## config.mk

```make
export PLATFORM = sky130hd
export DESIGN_NAME = hma_queue
export DESIGN_NICKNAME = d
export VERILOG_FILES = /design/src/hw/rtl/hma_pkg.sv /design/src/hw/rtl/hma_queue.sv
export SDC_FILE = /design/constraint.sdc
export NUM_CORES = 1
export LEC_CHECK = 0
export BUFFER_PORTS_ARGS = -buffer_cell sky130_fd_sc_hd__clkbuf_2
export CORE_AREA = 10 10 156 158
export CTS_CLUSTER_DIAMETER = 200
export DETAILED_ROUTE_END_ITERATION = 10
export DIE_AREA = 0 0 166 168
export GPL_TIMING_DRIVEN = 0
export PLACE_DENSITY = 0.76
export SYNTH_ARGS = -nofsm -noshare
export SYNTH_HDL_FRONTEND = slang
export SYNTH_SLANG_ARGS = --single-unit
```

## constraint.sdc

```tcl
create_clock -name clk -period 6.5 [get_ports clk]
set_clock_uncertainty 0.05 [all_clocks]
set_input_delay 0.325 -clock clk [delete_from_list [all_inputs] [get_ports clk]]
set_output_delay 0.325 -clock clk [all_outputs]
set_load 0.02 [all_outputs]
```

## src/hw/rtl/hma_pkg.sv

```systemverilog
// ---------------------------------------------------------------------------
// hma_pkg
// Shared types and constants of the histogram moment accumulator.
// ---------------------------------------------------------------------------
package hma_pkg;

  localparam int SAMPLE_W    = 32;
  localparam int PROD_W      = 48;
  localparam int SUM_W       = 64;
  localparam int CNT_W       = 32;
  localparam int IDX_W       = 6;
  localparam int STEP_W      = 31;
  localparam int CFG_IDX_W   = 3;
  localparam int CFG_DATA_W  = 32;
  localparam int QUEUE_DEPTH = 2;
  localparam int DIV_CNT_W   = 6;

  // Binning modes; code 3 falls back to the breakpoint scan
  localparam logic [1:0] MODE_SCAN   = 2'd0;
  localparam logic [1:0] MODE_LINEAR = 2'd1;
  localparam logic [1:0] MODE_GEO    = 2'd2;

  // Configuration register indexes
  localparam logic [CFG_IDX_W-1:0] CFG_BIN_MODE     = 3'd0;
  localparam logic [CFG_IDX_W-1:0] CFG_SCALE_FACTOR = 3'd1;
  localparam logic [CFG_IDX_W-1:0] CFG_EXACT_COUNT  = 3'd2;
  localparam logic [CFG_IDX_W-1:0] CFG_RANGE_START  = 3'd3;
  localparam logic [CFG_IDX_W-1:0] CFG_RANGE_STEP   = 3'd4;
  localparam logic [CFG_IDX_W-1:0] CFG_BUCKETS_USED = 3'd5;

  typedef enum logic [1:0] {
    KIND_SAMPLE = 2'd0,
    KIND_LOAD   = 2'd1,
    KIND_READ   = 2'd2,
    KIND_CLEAR  = 2'd3
  } kind_t;

  typedef struct packed {
    logic [1:0]                 bin_mode;
    logic [15:0]                scale_factor;
    logic [6:0]                 exact_count;
    logic signed [SAMPLE_W-1:0] range_start;
    logic [STEP_W-1:0]          range_step;
    logic [6:0]                 buckets_used;
  } cfg_t;

  // One queued word from front to back
  typedef struct packed {
    kind_t                      kind;
    logic signed [SAMPLE_W-1:0] sample;
    logic [IDX_W-1:0]           idx;
    logic                       idx_ok;
    logic signed [SAMPLE_W-1:0] bval;
    logic signed [PROD_W-1:0]   prod;
  } item_t;

  typedef enum logic [3:0] {
    ST_IDLE,
    ST_PREP,
    ST_SEL,
    ST_SC_RD,
    ST_SC_CHK,
    ST_EX_RD,
    ST_EX_CHK,
    ST_BS_INIT,
    ST_BS_TOP,
    ST_BS_RD,
    ST_BS_CHK,
    ST_DIV,
    ST_DIV_FIN,
    ST_CNT_RD,
    ST_CNT_WR
  } back_state_t;

endpackage

```

## src/hw/rtl/hma_queue.sv

```systemverilog
// ---------------------------------------------------------------------------
// hma_queue
// Short FIFO of command words between front and back.
// ---------------------------------------------------------------------------
module hma_queue (
  input  logic           clk,
  input  logic           rst_n,
  input  logic           push,
  input  hma_pkg::item_t push_item,
  output logic           full,
  input  logic           pop,
  output hma_pkg::item_t pop_item,
  output logic           empty
);
  import hma_pkg::*;

  localparam int PTR_W = (QUEUE_DEPTH > 1) ? $clog2(QUEUE_DEPTH) : 1;
  localparam int LVL_W = $clog2(QUEUE_DEPTH + 1);

  item_t            slot_r [QUEUE_DEPTH];
  logic [PTR_W-1:0] wr_ptr_r;
  logic [PTR_W-1:0] rd_ptr_r;
  logic [LVL_W-1:0] level_r;

  assign full     = (32'(level_r) == QUEUE_DEPTH);
  assign empty    = (level_r == '0);
  assign pop_item = slot_r[rd_ptr_r];

  // Advance pointers and fill level
  always_ff @(posedge clk) begin
    if (!rst_n) begin
      wr_ptr_r <= '0;
      rd_ptr_r <= '0;
      level_r  <= '0;
    end else begin
      if (push) begin
        wr_ptr_r <= (32'(wr_ptr_r) == QUEUE_DEPTH - 1) ? '0 : wr_ptr_r + PTR_W'(1);
      end
      if (pop) begin
        rd_ptr_r <= (32'(rd_ptr_r) == QUEUE_DEPTH - 1) ? '0 : rd_ptr_r + PTR_W'(1);
      end
      if (push && !pop) begin
        level_r <= level_r + LVL_W'(1);
      end else if (pop && !push) begin
        level_r <= level_r - LVL_W'(1);
      end
    end
  end

  always_ff @(posedge clk) begin
    if (push) begin
      slot_r[wr_ptr_r] <= push_item;
    end
  end

endmodule

```

==> metrics, run 1 <==
status=completed; Post-Route WL=20.7 mm; GRT Overall Usage=14.3%; #FFs+latches synth=247; CTS resizes=0; initial antenna violation count=1; port bufs=247; top post-synthesis cells by area=edfxtp_1 81%, mux2_2 15%, buf_6 1.1%, dfxtp_1 1.1%, and2_1 0.28%; initial core utilization=41.9%; vias in the first global route=5,745; Hold Crit Class=primary input to flip-flop; clk_lat worst skew=0.51 ns; Hold WS=0.0412 ns; largest net degree at the start of global routing=55; die width=166 µm; diodes inserted=0; slew margin rel.=66.4%; critical-path cell list=buf_4 -> buf_6 -> mux2_2 -> clkbuf_2; CP endpoint kind=primary output; setup slack at placement=4.67 ns; first-pass GRT wire length=32.2 mm; CP delay by family, top=buffers and inverters; Mapped Cells=398; Cell Area, Placed=10,700 µm²; mapped cell area=8970 µm²; post-synthesis sequential area ratio=82.1%; min Tclk post-route=2.24 ns; count of cell types in the netlist=17; die area=27,900 µm²; post-synth top area share=81.0%; Critical Path Fanout Max=10; remaining antenna violation count=0; Area Growth Syn to Fin=40.9%; design area=12,600 µm²; post-DP HPWL=13.5 mm; Reg clk slew, reported paths=0.06 ns; Critical Path Start Type=flip-flop; DRT iter0 DRCs=152; Tcrit/Tclk final=34.5%; die height=168 µm; Layout Nets=925; yosys warns=0; clk buf depth=3; Post-Syn Nets=524; pin slew with the least headroom to its limit=0.503 ns; I/O pins=248; Buf+Inv Stages, Crit Path=3; wire per inst=18.9 µm; setup_tns=0 ns; cell taking the most area after synthesis=edfxtp_1; unrepaired setup endpoints after global routing=false; Num CTS Buffers=25; worst reg2reg setup slack=4.85 ns; total of max-cap violations=0; crit path kind=flip-flop to primary output; CTS Sinks=247; Critical Path AT=1.87 ns; f_max=446 MHz; Core ar.=21,400 µm²; TritonRoute pass-1 iters=4; layout cell share with drive strength beyond 1=51.5%; CTS tree=done; Slew Viols, Final=0; data required time of the worst path=6.12 ns; Setup WS post-layout=4.26 ns; Remaining Overflow, GRT=0; routed vias=5,087; post-DR vias/cell=4.65; GPL Wtd Cong=0.731; Placement Rows=54; Syn Area/Cell=22.5 µm²; Worst VDD drop=0.000223 V; Max stage delay on crit path=0.36 ns; Critical-path top delay cell=dfxtp_1; Pleak=4.85 nW; Clock Root Buffer=clkbuf_16; endpoints failing setup=0; Power per Cell Area=289 nW/µm²; # DRC=0; Hold Vio Cnt, Final=0; H-tree levels=1
## routing by layer
metal / track usage, % / wire, µm
met1: 16.1 / 7890
met2: 25.3 / 10700
met4: 4.82 / 573
met3: 4.24 / 1440
met5: 0 / 13
## cell type report
| type | count | area, µm² |
|---|---|---|
| Fill cell | 1579 | 8780 |
| Clock buffer | 31 | 648 |
| Multi-Input combinational cell | 137 | 1490 |
| Tap cell | 280 | 350 |
| Buffer | 13 | 124 |
| Clock inverter | 12 | 80.1 |
| Timing Repair Buffer | 374 | 2580 |
| Sequential cell | 247 | 7370 |
| Inverter | 1 | 3.75 |
## power breakdown
group	internal (W)	leakage, nW	total [W]	switching (W)
Clock	0.000740	0.354	0.00129	0.000549
Combinational	0.000230	2.18	0.000505	0.000275
Sequential	0.00184	2.31	0.00186	0.0000198
## state kept, by name (all words and copies together) (netlist names), named ones only
register	count
rd_ptr_r	1
wr_ptr_r	1
slot_r	242
level_r	2
## cells in the mapped netlist
master      n
edfxtp_1  242
mux2_2    121
buf_6       9
dfxtp_1     5
and2_1      4
buf_2       3
nor2b_1     3
xor2_1      2
a21boi_1    1
buf_4       1
ha_1        1
inv_1       1
nor2_1      1
o21a_1      1
o21ai_0     1
or3_1       1
xnor2_1     1
## timing repair
action / 4_1_cts / 5_1_grt
hold endpoints to repair: 242 / 0
buffers inserted: 0 / 0
endpoints found under the setup margin: 0 / 0
hold buffers: 121 / 0
## cells by family (layout without fill, tap and decap cells)
| group | Yosys count | count (layout) | synth area share [%] |
|---|---|---|---|
| AND/OR/NAND/NOR | 9 | 9 | 0.600 |
| buffers and inverters | 14 | 431 | 1.42 |
| flip-flops | 247 | 247 | 82.1 |
| multiplexers | 121 | 121 | 15.2 |
| adder cells (fa/ha/maj) | 1 | 1 | 0.139 |
| AO/OA/AOI/OAI | 3 | 3 | 0.223 |
| XOR/XNOR | 3 | 3 | 0.293 |
## cells in the final DEF (no fill, tap or decap)
master | Yosys | layout
edfxtp_1 | 242 | 242
buf_16 | 0 | 2
a21boi_1 | 1 | 1
nor2b_1 | 3 | 2
nor2_1 | 1 | 1
bufinv_16 | 0 | 1
inv_1 | 1 | 1
and2_1 | 4 | 3
clkinv_1 | 0 | 6
buf_4 | 1 | 1
ha_1 | 1 | 1
dlygate4sd3_1 | 0 | 121
o21ai_0 | 1 | 1
buf_12 | 0 | 4
clkinvlp_4 | 0 | 1
and2_4 | 0 | 1
buf_6 | 9 | 9
xor2_1 | 2 | 2
o21a_1 | 1 | 1
nor2b_4 | 0 | 1
dfxtp_1 | 5 | 5
clkbuf_16 | 0 | 25
or3_1 | 1 | 1
mux2_2 | 121 | 121
buf_2 | 3 | 3
xnor2_1 | 1 | 1
clkinv_2 | 0 | 4
clkbuf_1 | 0 | 6
clkbuf_2 | 0 | 247
## worst paths after layout
| check | startpoint | to | depth (start not counted) |
|---|---|---|---|
| max | flip-flop | pop_item[44] | 4 |
| max reg2reg | wr_ptr_r | slot_r[0][32] | 3 |
| min | rst_n | wr_ptr_r | 2 |
| min reg2reg | level_r[1] | level_r[1] | 2 |
## stage by stage
stage / utilization (%) / power, W / instances
4_1_cts: 59.0 / 0.00370 / 1095
3_3_place_gp: 49.3 / 0.00234 / 925
6_report: 59.0 / 0.00365 / 1095
2_1_floorplan: - / 0.00217 / 398
3_5_place_dp: 50.0 / 0.00234 / 931
5_1_grt: 59.0 / 0.00380 / 1095
No activity file was read; power rests on OpenSTA's default activity.
==> run 2, diff against run 1 <==
--- a/config.mk
+++ b/config.mk
@@ -5,13 +5,14 @@
 export SDC_FILE = /design/constraint.sdc
 export NUM_CORES = 1
 export LEC_CHECK = 0
+export ABC_AREA = 1
 export BUFFER_PORTS_ARGS = -buffer_cell sky130_fd_sc_hd__clkbuf_2
 export CORE_AREA = 10 10 156 158
 export CTS_CLUSTER_DIAMETER = 200
 export DETAILED_ROUTE_END_ITERATION = 10
 export DIE_AREA = 0 0 166 168
 export GPL_TIMING_DRIVEN = 0
-export PLACE_DENSITY = 0.76
+export PLACE_DENSITY = 0.74
 export SYNTH_ARGS = -nofsm -noshare
 export SYNTH_HDL_FRONTEND = slang
 export SYNTH_SLANG_ARGS = --single-unit
==> constraint.sdc (replaced) <==
create_clock -name clk -period 2.1 [get_ports clk]
set_clock_uncertainty 0.05 [all_clocks]
set_input_delay 0.105 -clock clk [delete_from_list [all_inputs] [get_ports clk]]
set_output_delay 0.105 -clock clk [all_outputs]
set_load 0.02 [all_outputs]
==> run 2 against run 1 <==
Compared with the run above: critical path depth unchanged; die area did not move; synthesized cell count up 3.3%; core utilization rose by 0.65 points; flip-flop and latch count did not move; final cell count grew 2.1%; global-route usage grew 0.26 points; clock power rose to 3.2 times the previous value; highest routed layer is now met4; first-iteration DRC count grew 80%; sequential power rose to 3.1 times the previous value; design area increased by 1.1%; combinational power grew to 2.9 times the previous value.
==> metrics, run 2 <==
most frequent cells in the layout=247 x clkbuf_2, 242 x edfxtp_1, 126 x dlygate4sd3_1; layout cell share with drive strength beyond 1=50.8% (-0.76 points); TritonRoute pass-1 iters=4 (unchanged); count of cell types in the netlist=14 (-3); initial antenna violation count=1 (unchanged); Area Growth Syn to Fin=42.3%; total setup buffers inserted after CTS=0 (unchanged); commonest register cell after synthesis=edfxtp_1; clock power share=36.7% (+1.4 points); vias in the first global route=5,982 (+4.1%); Post-synth EDFFs=242 (unchanged); Post-Route WL=21.3 mm (+3.0%); Flop pwr share=50.6% (-0.3 points); Core ar.=21,400 µm² (unchanged); count leader, synth=edfxtp_1; commonest cells in the netlist=242 x edfxtp_1, 121 x mux2_2, 9 x buf_6, 9 x nor2_1; Critical Path AT=1.84 ns (-0.03 ns); wire per inst=19.0 µm (+0.84%); unrepaired setup endpoints after global routing=false; Num CTS Buffers=26 (+4.0%); pin slew with the least headroom to its limit=0.594 ns (+0.0907 ns); endpoints failing setup=0 (unchanged); # DRC=0 (unchanged); slew margin rel.=60.3% (-6.1 points); Hold Crit Class=primary input to flip-flop; yosys warns=0 (unchanged); mapped cell area=8980 µm² (+0.13%); Hold WS=0.0787 ns (+0.0376 ns); Layout Nets=945 (+2.2%); cell taking the most area after synthesis=edfxtp_1; #FFs+latches synth=247 (unchanged); post-synthesis sequential area ratio=82.0% (-0.10 points); f_max=500 MHz; Net Sw Power=0.00258 W (+210%); Regs by FF count=slot_r x242, level_r x2; Power per Cell Area=892 nW/µm² (+210%); port bufs=247 (unchanged); GRT Overall Usage=14.6% (+0.26 points); crit path kind=flip-flop to primary output; post-synth top area share=80.9% (-0.10 points); die height=168 µm (unchanged); I/O pins=248 (unchanged); die area=27,900 µm² (unchanged); Post-Syn Nets=537 (+2.5%); clk_lat worst skew=0.51 ns (about the same); initial core utilization=41.9% (+0.053 points); CP endpoint kind=primary output; max FFs per register=242 (unchanged); asr flop ratio synth=0% (unchanged); placed cell count=945 (+1.5%); Remaining Overflow, GRT=0 (unchanged); Pleak=4.92 nW (+1.6%); data required time of the worst path=1.95 ns (-4.17 ns); Int Power=0.00882 W (+210%); top post-synthesis cells by area=edfxtp_1 81%, mux2_2 15%, buf_6 1.1%, dfxtp_1 1.1%, nor2_1 0.38%; post-DR vias/cell=4.67 (+0.43%); Critical Path Start Type=flip-flop; Critical Path Fanout Max=10 (unchanged); clk buf depth=3 (unchanged); CTS tree=done; GPL Wtd Cong=0.734 (+0.45%); Clock Root Buffer=clkbuf_16; largest register by flop count=slot_r; Syn Area/Cell=21.9 µm² (-3.0%); Hold Vio Cnt, Final=0 (unchanged); die width=166 µm (unchanged); Reg clk slew, reported paths=0.06 ns (about the same); Worst VDD drop=0.000729 V (+230%); Placement Rows=54 (unchanged); DRT iter0 DRCs=273 (+80%); Sw Ratio=22.6% (-0.45 points); Tcrit/Tclk final=95.1%; min Tclk post-route=2.00 ns; largest net degree at the start of global routing=37 (-33%); Slew Viols, Final=0 (unchanged); final std cells w/o fill=1,118 (+2.1%); post-DP HPWL=14.0 mm (+3.8%); first-pass GRT wire length=32.9 mm (+2.1%); total of max-cap violations=0 (unchanged); H-tree levels=1 (unchanged); commonest non-fill, non-tap cell in the layout=clkbuf_2; Comb pwr share=12.7% (-1.1 points); remaining antenna violation count=0 (unchanged); CTS Sinks=247 (unchanged); status=completed; routed vias=5,216 (+2.5%); Mapped Cells=411 (+3.3%); total power draw=0.0114 W (+210%)
run 2: cell count changes after synthesis, moves of 2 or more:
cell,before,now
inv_1,1,8
nand2_1,0,8
nor2b_1,3,0
nor2_1,1,9
and2_1,4,0
xor2_1,2,0
run 2: power groups by stage:
stage | sequential (W) | clock (W) | combinational, W
final | 0.00577 | 0.00418 | 0.00144
after global routing | 0.00579 | 0.00451 | 0.00155
after CTS | 0.00577 | 0.00430 | 0.00146
after detailed placement | 0.00587 | 0 | 0.00125
after global placement | 0.00588 | 0 | 0.00119
after floorplan | 0.00586 | 0 | 0.000731
run 2: layout make-up:
type / instances / area [µm²]
Clock inverter: 12 / 80.1
Fill cell: 1591 / 8640
Tap cell: 280 / 350
Clock buffer: 34 / 702
Timing Repair Buffer: 380 / 2640
Buffer: 13 / 136
Inverter: 8 / 33.8
Multi-Input combinational cell: 143 / 1470
Sequential cell: 247 / 7370
Antenna cell: 1 / 2.50
run 2: path summary, 6_finish.rpt:
check	endpoint	startpoint	depth (start not counted)	slack (ns)
worst max register to register	slot_r[1][32]	wr_ptr_r	4	0.26
worst min-delay path	slot_r[0][105]	push	3	0.08
worst max-delay path	pop_item[65]	flip-flop	4	0.10
worst min register to register	rd_ptr_r	rd_ptr_r	2	0.46
run 2: timing repair:
| item | in CTS | in global routing |
|---|---|---|
| setup endpoints to repair | 30 | 10 |
| hold endpoints to repair | 247 | 0 |
| hold buffers | 126 | 0 |
| gates resized for setup | 1 | 2 |
run 2: metrics by stage:
step,setup TNS (ns),utilization [%],area [µm²],setup slack [ns]
5_1_grt,0,59.7,12800,0.0000921
2_1_floorplan,-121.12,-,9000,-0.530
3_3_place_gp,-393.76,49.4,10600,-1.73
4_1_cts,0,59.6,12800,0.0163
3_5_place_dp,0,50.1,10700,0.242
6_report,0,59.7,12800,0.102
run 2: cells by family (layout without fill, tap and decap cells):
| kind of cell | after synthesis | count (layout) | share of synthesized area (%) |
|---|---|---|---|
| fa+ha+maj | 1 | 1 | 0.139 |
| simple gates | 19 | 19 | 0.836 |
| flops | 247 | 247 | 82.0 |
| mux | 121 | 121 | 15.2 |
| other cells | 0 | 1 | 0 |
| compound gates | 2 | 2 | 0.111 |
| buf+inv | 21 | 447 | 1.71 |
run 2: metal layers:
metal  wire length [µm]  share of wire (%)  GRT usage [%]
met5                  0                  0              0
met4                295                1.4           3.20
met3               1720                8.1           5.10
met2              11300                 53           26.7
met1               7970                 37           15.8
run 2: critical path, stage by stage, from the launching register on:
cell	delay, ns
dfxtp_1	0.42
buf_12	0.19
buf_6	0.18
mux2_2	0.36
clkbuf_2	0.17
==> run 3, diff against run 2 <==
--- a/config.mk
+++ b/config.mk
@@ -5,7 +5,6 @@
 export SDC_FILE = /design/constraint.sdc
 export NUM_CORES = 1
 export LEC_CHECK = 0
-export ABC_AREA = 1
 export BUFFER_PORTS_ARGS = -buffer_cell sky130_fd_sc_hd__clkbuf_2
 export CORE_AREA = 10 10 156 158
 export CTS_CLUSTER_DIAMETER = 200
@@ -13,6 +12,7 @@
 export DIE_AREA = 0 0 166 168
 export GPL_TIMING_DRIVEN = 0
 export PLACE_DENSITY = 0.74
+export SLEW_MARGIN = 20
 export SYNTH_ARGS = -nofsm -noshare
 export SYNTH_HDL_FRONTEND = slang
 export SYNTH_SLANG_ARGS = --single-unit
==> run 3 against run 2 <==
Compared with the run above: combinational power grew 10%; fmax grew 3.3%; clock power is 2% lower; register-to-register slack got worse by 0.06 ns; worst hold slack improved by 0.026 ns; die area stayed put; global-route usage shrank 0.17 points; total power grew 0.37%; critical endpoint is now pop_item[48]; highest routed layer unchanged.
==> metrics, run 3 (same netlist as run 1, synthesis figures left out) <==
Post-Route WL=21.0 mm (-1.2%); # DRC=0 (unchanged); Hold Vio Cnt, Final=0 (unchanged); most frequent cells in the layout=247 x clkbuf_2, 242 x edfxtp_1, 124 x dlygate4sd3_1; Placement Rows=54 (unchanged); Critical Path Start Type=flip-flop; Hold Crit Class=primary input to flip-flop; CTS tree=done; Cell Area, Placed=10,700 µm² (about the same); GPL Wtd Cong=0.772 (+5.1%); slew margin rel.=55.6% (-4.7 points); Core ar.=21,400 µm² (unchanged); layout cell share with drive strength beyond 1=52.1% (+1.4 points); DRT iter0 DRCs=218 (-20%); largest net degree at the start of global routing=45 (+22%); final std cells w/o fill=1,104 (-1.3%); total of max-cap violations=0 (unchanged); design area=12,700 µm² (-0.30%); post-DP HPWL=14.2 mm (+1.4%); crit path kind=flip-flop to primary output; TritonRoute pass-1 iters=4 (unchanged); die height=168 µm (unchanged); Critical Path Fanout Max=10 (unchanged); total power draw=0.0114 W (+0.37%); Layout Nets=929 (-1.7%); endpoints failing setup=0 (unchanged); routed vias=5,155 (-1.2%); Remaining Overflow, GRT=0 (unchanged); placed cell count=932 (-1.4%); Worst VDD drop=0.000691 V (-5.2%); pin slew with the least headroom to its limit=0.665 ns (+0.0711 ns); first-pass GRT wire length=32.7 mm (-0.59%); initial antenna violation count=2 (+1); vias in the first global route=5,891 (-1.5%); setup slack at placement=0.384 ns (+0.142 ns); min Tclk post-route=1.94 ns (-0.0629 ns); I/O pins=248 (unchanged); H-tree levels=1 (unchanged); GRT Overall Usage=14.4% (-0.17 points); die width=166 µm (unchanged); Pleak=4.90 nW (-0.53%); R2R depth=4 (unchanged); die area=27,900 µm² (unchanged); clk_lat worst skew=0.50 ns (about the same); remaining antenna violation count=0 (unchanged); status=completed; Regs by FF count=slot_r x242, level_r x2; hold path depth=2 (-1); f_max=517 MHz (+3.3%); Critical Path AT=1.78 ns (-0.06 ns); CTS Sinks=247 (unchanged); initial core utilization=41.9% (-0.053 points); clk buf depth=3 (unchanged); Num CTS Buffers=25 (-3.8%); CP endpoint kind=primary output; Power per Cell Area=898 nW/µm² (+0.68%); largest register by flop count=slot_r; unrepaired setup endpoints after global routing=false; Tcrit/Tclk final=92.2% (-3.0 points); Reg clk slew, reported paths=0.06 ns (about the same); Slew Viols, Final=0 (unchanged); max FFs per register=242 (unchanged); Clock Root Buffer=clkbuf_16; port bufs=247 (unchanged); Area Growth Syn to Fin=42.1%; Setup WS post-layout=0.165 ns (+0.0629 ns); post-DR vias/cell=4.67 (about the same); commonest non-fill, non-tap cell in the layout=clkbuf_2; data required time of the worst path=1.95 ns (about the same); final core utilization=59.5% (-0.18 points); wire per inst=19.0 µm (about the same)
[run 3: cell count changes in the layout (fill, tap and decap cells not counted), moves of 3 or more]
cell	delta
nand2_1	-7
buf_12	-4
and2_1	+3
clkbuf_8	+6
inv_1	-6
nor2_1	-7
[run 3: layout make-up]
class | instances | area [µm²]
fill | 1542 | 8680
sequential | 247 | 7370
timing repair buffer | 378 | 2630
multi-input combinational | 137 | 1490
clock buffer | 36 | 727
tap | 280 | 350
buffer | 13 | 131
clock inverter | 9 | 40.0
antenna | 3 | 7.51
inverter | 1 | 3.75
[run 3: repair_timing]
item	CTS	global route
setup endpoints to repair	31	16
resized for setup	1	2
endpoints found under the hold margin	247	0
setup buffers	0	0
hold buffers	124	0
pin swaps	0	0
[run 3: routing by layer]
layer,up-vias,GRT usage (%),part of all wire (%)
met1,2529,15.9,38
met4,0,4.85,2.7
met2,186,26.1,53
met5,-,0,0
li1,2398,-,-
met3,42,4.12,6.8
[run 3: per-stage QoR]
| step | hold slack, ns | TNS, ns |
|---|---|---|
| final | 0.104 | 0 |
| after CTS | 0.0755 | 0 |
| after global routing | 0.0914 | 0 |
| after floorplan | 0.154 | -88.96 |
| after global placement | 0.245 | -261.96 |
| after detailed placement | 0.248 | 0 |
[run 3: report_power, final]
| group | internal (W) | switching [W] |
|---|---|---|
| combinational | 0.000724 | 0.000866 |
| sequential | 0.00570 | 0.0000666 |
| clock | 0.00239 | 0.00170 |
[run 3: final timing paths]
kind                            startpoint            end  slack (ns)
worst max register to register    wr_ptr_r       wr_ptr_r        0.20
worst max-delay path             flip-flop   pop_item[48]        0.16
worst min register to register    rd_ptr_r      flip-flop        0.53
worst min-delay path                  push  slot_r[0][70]        0.10
[run 3: critical path: stages (launching register included)]
cell	delay, ns
dfxtp_2	0.37
buf_8	0.19
buf_6	0.18
mux2_2	0.35
clkbuf_2	0.18
